`src/rtl/dlf_pkg.sv`:
```
// shared types, codes and exp tables for the dense layer unit
// no dependencies
`default_nettype none
package dlf_pkg;

  localparam int MAX_IN_DEF  = 64;
  localparam int MAX_OUT_DEF = 64;

  // request codes
  localparam logic [2:0] REQ_WR_W   = 3'd0;
  localparam logic [2:0] REQ_WR_B   = 3'd1;
  localparam logic [2:0] REQ_X      = 3'd2;
  localparam logic [2:0] REQ_STEP_W = 3'd3;
  localparam logic [2:0] REQ_STEP_B = 3'd4;

  // activation codes
  localparam logic [1:0] ACT_RELU    = 2'd0;
  localparam logic [1:0] ACT_SOFTMAX = 2'd1;
  localparam logic [1:0] ACT_SIGMOID = 2'd2;
  localparam logic [1:0] ACT_NONE    = 2'd3;

  // configuration register indexes
  localparam logic [1:0] CFG_ACT_MODE   = 2'd0;
  localparam logic [1:0] CFG_IN_COUNT   = 2'd1;
  localparam logic [1:0] CFG_OUT_COUNT  = 2'd2;
  localparam logic [1:0] CFG_LEARN_RATE = 2'd3;

  localparam logic [1:0]  ACT_MODE_RST   = ACT_RELU;
  localparam logic [6:0]  IN_COUNT_RST   = 7'd64;
  localparam logic [6:0]  OUT_COUNT_RST  = 7'd64;
  localparam logic [15:0] LEARN_RATE_RST = 16'd655;

  typedef struct packed {
    logic [2:0]         req_type;
    logic [5:0]         row_index;
    logic [5:0]         col_index;
    logic signed [15:0] data_value;
    logic               last_elem;
  } in_t;

  typedef struct packed {
    logic [5:0]         out_index;
    logic signed [15:0] out_value;
    logic               out_last;
  } out_t;

  typedef struct packed {
    logic [1:0]  act_mode;
    logic [6:0]  in_count;
    logic [6:0]  out_count;
    logic [15:0] learn_rate;
  } cfg_t;

  // classified command between front and back
  typedef struct packed {
    logic [2:0]         op;
    logic               wr_ok;
    logic               start;
    logic [5:0]         row;
    logic [5:0]         col;
    logic signed [15:0] data;
  } cmd_t;

  // exp(-n) for integer n, Q1.16
  function automatic logic [16:0] exp_int_lut(input logic [3:0] idx);
    logic [16:0] v;
    case (idx)
      4'd0:    v = 17'd65536;
      4'd1:    v = 17'd24109;
      4'd2:    v = 17'd8869;
      4'd3:    v = 17'd3263;
      4'd4:    v = 17'd1200;
      4'd5:    v = 17'd442;
      4'd6:    v = 17'd162;
      4'd7:    v = 17'd60;
      4'd8:    v = 17'd22;
      4'd9:    v = 17'd8;
      4'd10:   v = 17'd3;
      4'd11:   v = 17'd1;
      default: v = 17'd0;
    endcase
    return v;
  endfunction

  // exp(-k/16), Q1.16
  function automatic logic [16:0] exp_frac_lut(input logic [3:0] idx);
    logic [16:0] v;
    case (idx)
      4'd0:    v = 17'd65536;
      4'd1:    v = 17'd61565;
      4'd2:    v = 17'd57835;
      4'd3:    v = 17'd54331;
      4'd4:    v = 17'd51039;
      4'd5:    v = 17'd47947;
      4'd6:    v = 17'd45042;
      4'd7:    v = 17'd42313;
      4'd8:    v = 17'd39750;
      4'd9:    v = 17'd37341;
      4'd10:   v = 17'd35079;
      4'd11:   v = 17'd32954;
      4'd12:   v = 17'd30957;
      4'd13:   v = 17'd29081;
      4'd14:   v = 17'd27319;
      default: v = 17'd25664;
    endcase
    return v;
  endfunction

endpackage
`default_nettype wire

```
`src/rtl/dlf_front.sv`:
```
// front end: accepts input transactions, classifies them, two-entry queue
// depends on dlf_pkg
`default_nettype none
module dlf_front import dlf_pkg::*; #(
  parameter int MAX_IN  = MAX_IN_DEF,
  parameter int MAX_OUT = MAX_OUT_DEF
) (
  input  wire logic clk,
  input  wire logic rst_n,
  input  wire logic in_valid,
  output logic      in_stall,
  input  wire in_t  in_data,
  output logic      cmd_valid,
  input  wire logic cmd_pop,
  output cmd_t      cmd
);

  cmd_t       q_r [2];
  logic       wp_r, rp_r;
  logic [1:0] cnt_r;
  cmd_t       cls;
  logic       keep, row_ok, col_ok, push, pop;

  always_comb begin
    row_ok    = ({1'b0, in_data.row_index} < 7'(MAX_IN));
    col_ok    = ({1'b0, in_data.col_index} < 7'(MAX_OUT));
    cls.op    = in_data.req_type;
    cls.row   = in_data.row_index;
    cls.col   = in_data.col_index;
    cls.data  = in_data.data_value;
    cls.start = 1'b0;
    cls.wr_ok = 1'b0;
    keep      = 1'b1;
    unique case (in_data.req_type)
      REQ_WR_W, REQ_STEP_W: cls.wr_ok = row_ok && col_ok;
      REQ_WR_B, REQ_STEP_B: cls.wr_ok = col_ok;
      REQ_X: begin
        cls.wr_ok = row_ok;
        cls.start = in_data.last_elem;
      end
      default: keep = 1'b0;
    endcase
    // nothing to do for out-of-range writes unless they start a pass
    if (!cls.wr_ok && !cls.start) keep = 1'b0;
  end

  assign in_stall  = (cnt_r == 2'd2);
  assign cmd_valid = (cnt_r != 2'd0);
  assign cmd       = q_r[rp_r];
  assign push      = in_valid && !in_stall && keep;
  assign pop       = cmd_pop && cmd_valid;

  always_ff @(posedge clk) begin
    if (push) q_r[wp_r] <= cls;
    if (!rst_n) begin
      wp_r  <= 1'b0;
      rp_r  <= 1'b0;
      cnt_r <= 2'd0;
    end else begin
      if (push) wp_r <= ~wp_r;
      if (pop)  rp_r <= ~rp_r;
      cnt_r <= cnt_r + 2'(push) - 2'(pop);
    end
  end

endmodule
`default_nettype wire

```
`config.mk`:
```
export PLATFORM = sky130hd
export DESIGN_NAME = dlf_front
export DESIGN_NICKNAME = d
export VERILOG_FILES = /design/src/rtl/dlf_pkg.sv /design/src/rtl/dlf_front.sv
export SDC_FILE = /design/constraint.sdc
export NUM_CORES = 1
export LEC_CHECK = 0
export ABC_CLOCK_PERIOD_IN_PS = 6950
export BUFFER_PORTS_ARGS = -buffer_cell sky130_fd_sc_hd__buf_2
export CORE_ASPECT_RATIO = 1.25
export CORE_UTILIZATION = 40
export DETAILED_ROUTE_END_ITERATION = 7
export PLACE_DENSITY_LB_ADDON = 0.3
export RECOVER_POWER = 25
export SLEW_MARGIN = 30
export SYNTH_ARGS = -nofsm -noshare
export SYNTH_HDL_FRONTEND = slang
export SYNTH_SLANG_ARGS = --single-unit
```
`constraint.sdc`:
```
create_clock -name clk -period 6.95 [get_ports clk]
set_input_delay 0.3475 -clock clk [delete_from_list [all_inputs] [get_ports clk]]
set_output_delay 0.3475 -clock clk [all_outputs]
set_load 0.02 [all_outputs]
```
==> metrics.log <==
[metrics] result of the run: complete, no violations
[metrics] Site Rows: 33
[metrics] static leakage power: 1.316 nW
[metrics] initial core utilization: 42.03%
[metrics] hold slack: 0.2062 ns
[metrics] net switching component of the power: 354.7 uW
[metrics] cell types occupying the most area after synthesis: sky130_fd_sc_hd__edfxtp_1 70%, sky130_fd_sc_hd__mux2_4 16%, sky130_fd_sc_hd__dfxtp_1 3.6%
[metrics] Worst Setup Start Kind: register
[metrics] most frequent cell after synthesis: sky130_fd_sc_hd__edfxtp_1
[metrics] TritonCTS sink count: 71
[metrics] stage delay of the slowest cell on the critical path: 0.75 ns
[metrics] reported max-cap violation count: 0
[metrics] diode insertion count for antenna repair: 0
[metrics] part of the power in registers: 49.1%
[metrics] Syn Area/Cell: 21.30 sq um
[metrics] max-slew headroom at the worst pin: 59.59%
[metrics] overall global routing resource usage: 12.68%
[metrics] signed area change from the synthesized netlist to the final layout: 21.01%
[metrics] final routed wire length divided by cell count: 14.57 microns
[metrics] final weighted congestion of routability-driven global placement: 0.6644
[metrics] number of warnings reported in the yosys synthesis log: 0
[metrics] skew final: 0.006342 ns
[metrics] Setup TNS: 0 ns
[metrics] period utilisation layout: 28.73%
[metrics] maximum number of pins on one net before global-route repair: 34
[metrics] flip-flop and latch count after synthesis: 71
[metrics] Crit Path Max Fanout: 33
[metrics] maximum buffer depth of the clock tree: 2
[metrics] number of buffers and inverters on the critical path: 1
[metrics] die area: 7370 sq um
[metrics] gate count after technology mapping: 132
[metrics] Crit path arrival time: 1.65 ns
[metrics] Root Buffer Master: sky130_fd_sc_hd__clkbuf_8
[metrics] total routed wirelength: 4385 microns
[metrics] first-pass GRT wire length: 6762 microns
[metrics] Top delay family on crit path: flip-flops
[metrics] Post-synth top cells: 66 x sky130_fd_sc_hd__edfxtp_1, 30 x sky130_fd_sc_hd__mux2_4, 5 x sky130_fd_sc_hd__dfxtp_1, 5 x sky130_fd_sc_hd__nor2_1
[metrics] number of enable flip-flop cells after synthesis: 66
[metrics] mean number of vias per cell: 4.658
[metrics] First DRT Iteration DRCs: 84
[metrics] htree depth: 3
[metrics] layout cell share with drive strength beyond 1: 51.40%
[metrics] grt total ovfl: 0
[metrics] number of distinct library cells after synthesis: 21
[metrics] HPWL reported at the end of detailed placement: 2805 microns
[metrics] Chip Height: 95.73 microns
[metrics] worst slew pin tran: 0.6061 ns
[metrics] later-pin clock latency in the skew report: 0.33 ns
[metrics] clock group share of total power: 21.4%
[metrics] critical path's slowest cell: sky130_fd_sc_hd__dfxtp_4
[metrics] vias in the first global route: 1,384
[metrics] chain of cells forming the critical path: mux2_2, buf_2
[metrics] Crit path required time: 6.60 ns
[metrics] number of failing setup endpoints in the final timing report: 0
[metrics] DR DRC count: 0
[metrics] share of the synthesized area in the top cell type: 70.49%
[metrics] number of iterations in the first detailed-routing pass: 3
[metrics] fraction of the yosys area taken by sequential cells: 74.05%
[metrics] Clock transition at path regs: 0.07 ns
[metrics] CP Class: register to primary output
[metrics] total power divided by cell area: 347.0 nW/um^2
[metrics] number of antenna violations at the first check in global routing: 0
[metrics] net count of the finished layout: 249
[metrics] predominant post-synthesis flop cell: sky130_fd_sc_hd__edfxtp_1
[metrics] Antenna Violating Nets Remaining: 0
[metrics] largest voltage drop on the vdd net: 204.8 uV
[metrics] width of the die: 76.99 microns
[metrics] number of buffers created by CTS: 9
[metrics] Max Slew Vio Count: 0
[metrics] final count of hold timing violations: 0
[metrics] fraction of power spent switching nets: 30.05%
[metrics] setup repair after global routing missed its margin: false
[metrics] hold-fix buffers at CTS: 0
[metrics] PortBufs: 70
[metrics] combined area of all synthesized cells: 2811 sq um
[metrics] clock tree from TritonCTS: done
[metrics] Post-CTS Resized: 0
[metrics] Mapped Nets: 170
[metrics] final critical delay including setup and external delays: 1.997 ns
[metrics] I/O pin count: 71
[metrics] peak clock frequency supported by timing: 0.5008 GHz
[metrics] Min-Delay Path Class: primary input to register
[metrics] detailed-route via count: 1,402
[metrics] capturing element type of the critical path: primary output
[metrics] share of synthesized flip-flops with an asynchronous set or reset: 0%
[metrics] biggest area consumer among synthesized cells: sky130_fd_sc_hd__edfxtp_1
[metrics] total internal power: 825.7 uW
[metrics] part of the total power dissipated in combinational logic: 29.5%
[metrics] post-CTS setup-driven buffer insertion count: 0
[metrics] placeable core region: 6689 sq um
[metrics] count of fill cells added during filler insertion: 570
-- final timing paths --
| path | start | to | slack [ns] | cells after the start |
|---|---|---|---|---|
| min | in_data[23] | q_r[0][22] | 0.21 | 1 |
| max | register | cmd[32] | 4.95 | 2 |
| max reg2reg | cnt_r[0] | cnt_r[1] | 5.22 | 8 |
| min reg2reg | wp_r | wp_r | 0.52 | 2 |
-- final cells by class --
class / count / area, sq um / area share, %
clock buffer: 11 / 131.4 / 3.862
timing repair buffer: 72 / 390.4 / 11.47
clock inverter: 3 / 12.51 / 0.3678
tap: 87 / 108.9 / 3.200
multi-input combinational: 54 / 661.9 / 19.46
inverter: 3 / 11.26 / 0.3310
sequential: 71 / 2086 / 61.31
-- power groups by stage --
stage	combinational (mW)	clock (mW)	sequential (mW)
after floorplan	0.313	0	0.548
after global placement	0.345	0	0.589
after detailed placement	0.342	0	0.593
after CTS	0.343	0.261	0.583
after global routing	0.376	0.281	0.588
final	0.348	0.252	0.580
-- routing by layer --
layer	share of wire, %	global-route usage (%)	vias up	routed length [microns]
met5	0	0	-	0
met4	1.8	7.547	0	78
met3	4.9	3.981	7	217
met2	52	21.73	39	2295
met1	41	13.97	694	1793
li1	-	-	662	-
-- placed cells by master (no fill, tap or decap), drive strengths merged --
| master | synthesis | final |
|---|---|---|
| nand3b | 1 | 1 |
| nor2b | 1 | 1 |
| nor4bb | 1 | 1 |
| ha | 2 | 2 |
| xnor2 | 1 | 1 |
| dfxtp | 5 | 5 |
| mux2i | 1 | 1 |
| nor2 | 5 | 5 |
| and2 | 2 | 2 |
| clkinv | 0 | 3 |
| nand2 | 2 | 2 |
| mux2 | 33 | 33 |
| buf | 4 | 60 |
| inv | 3 | 3 |
| o21ai | 1 | 1 |
| or2 | 1 | 1 |
| xor2 | 1 | 1 |
| edfxtp | 66 | 66 |
| nor3 | 1 | 1 |
| o21a | 1 | 1 |
| clkbuf | 0 | 23 |
-- worst register-to-register path, delay by kind of cell, from the launching register on --
| kind | cells | cell delay (ns) |
|---|---|---|
| xor gates and xnor gates | 1 | 0.16 |
| buffers and inverters | 1 | 0.04 |
| DFF | 1 | 0.42 |
| and+or+nand+nor | 4 | 0.56 |
| adders and majority gates | 2 | 0.48 |
-- state kept, by name, indices dropped and copies added, names as in the netlist, named ones only --
register and count:
cnt_r 2, q_r 66, rp_r 1, wp_r 1
-- logic make-up (layout without fill, tap and decap cells) --
logic type,Yosys count,after routing,share of synthesized area [%]
flops,71,71,74.05
mux,34,34,17.58
simple gates,14,14,3.338
buf+inv,7,89,2.937
fa+ha+maj,2,2,0.8899
compound gates,2,2,0.5787
xor+xnor,2,2,0.6232
-- stage by stage --
stage	total power [mW]	utilization, %	setup slack [ns]	instances	cell area, sq um
after global placement	0.9337	48.07	4.930	285	3216
after CTS	1.187	50.26	4.911	299	3362
after floorplan	0.8613	-	4.469	132	2811
after global routing	1.245	50.86	4.864	301	3402
final	1.180	50.86	4.953	301	3402
after detailed placement	0.9342	48.11	4.883	285	3218
(Power assumes the default switching activity.)
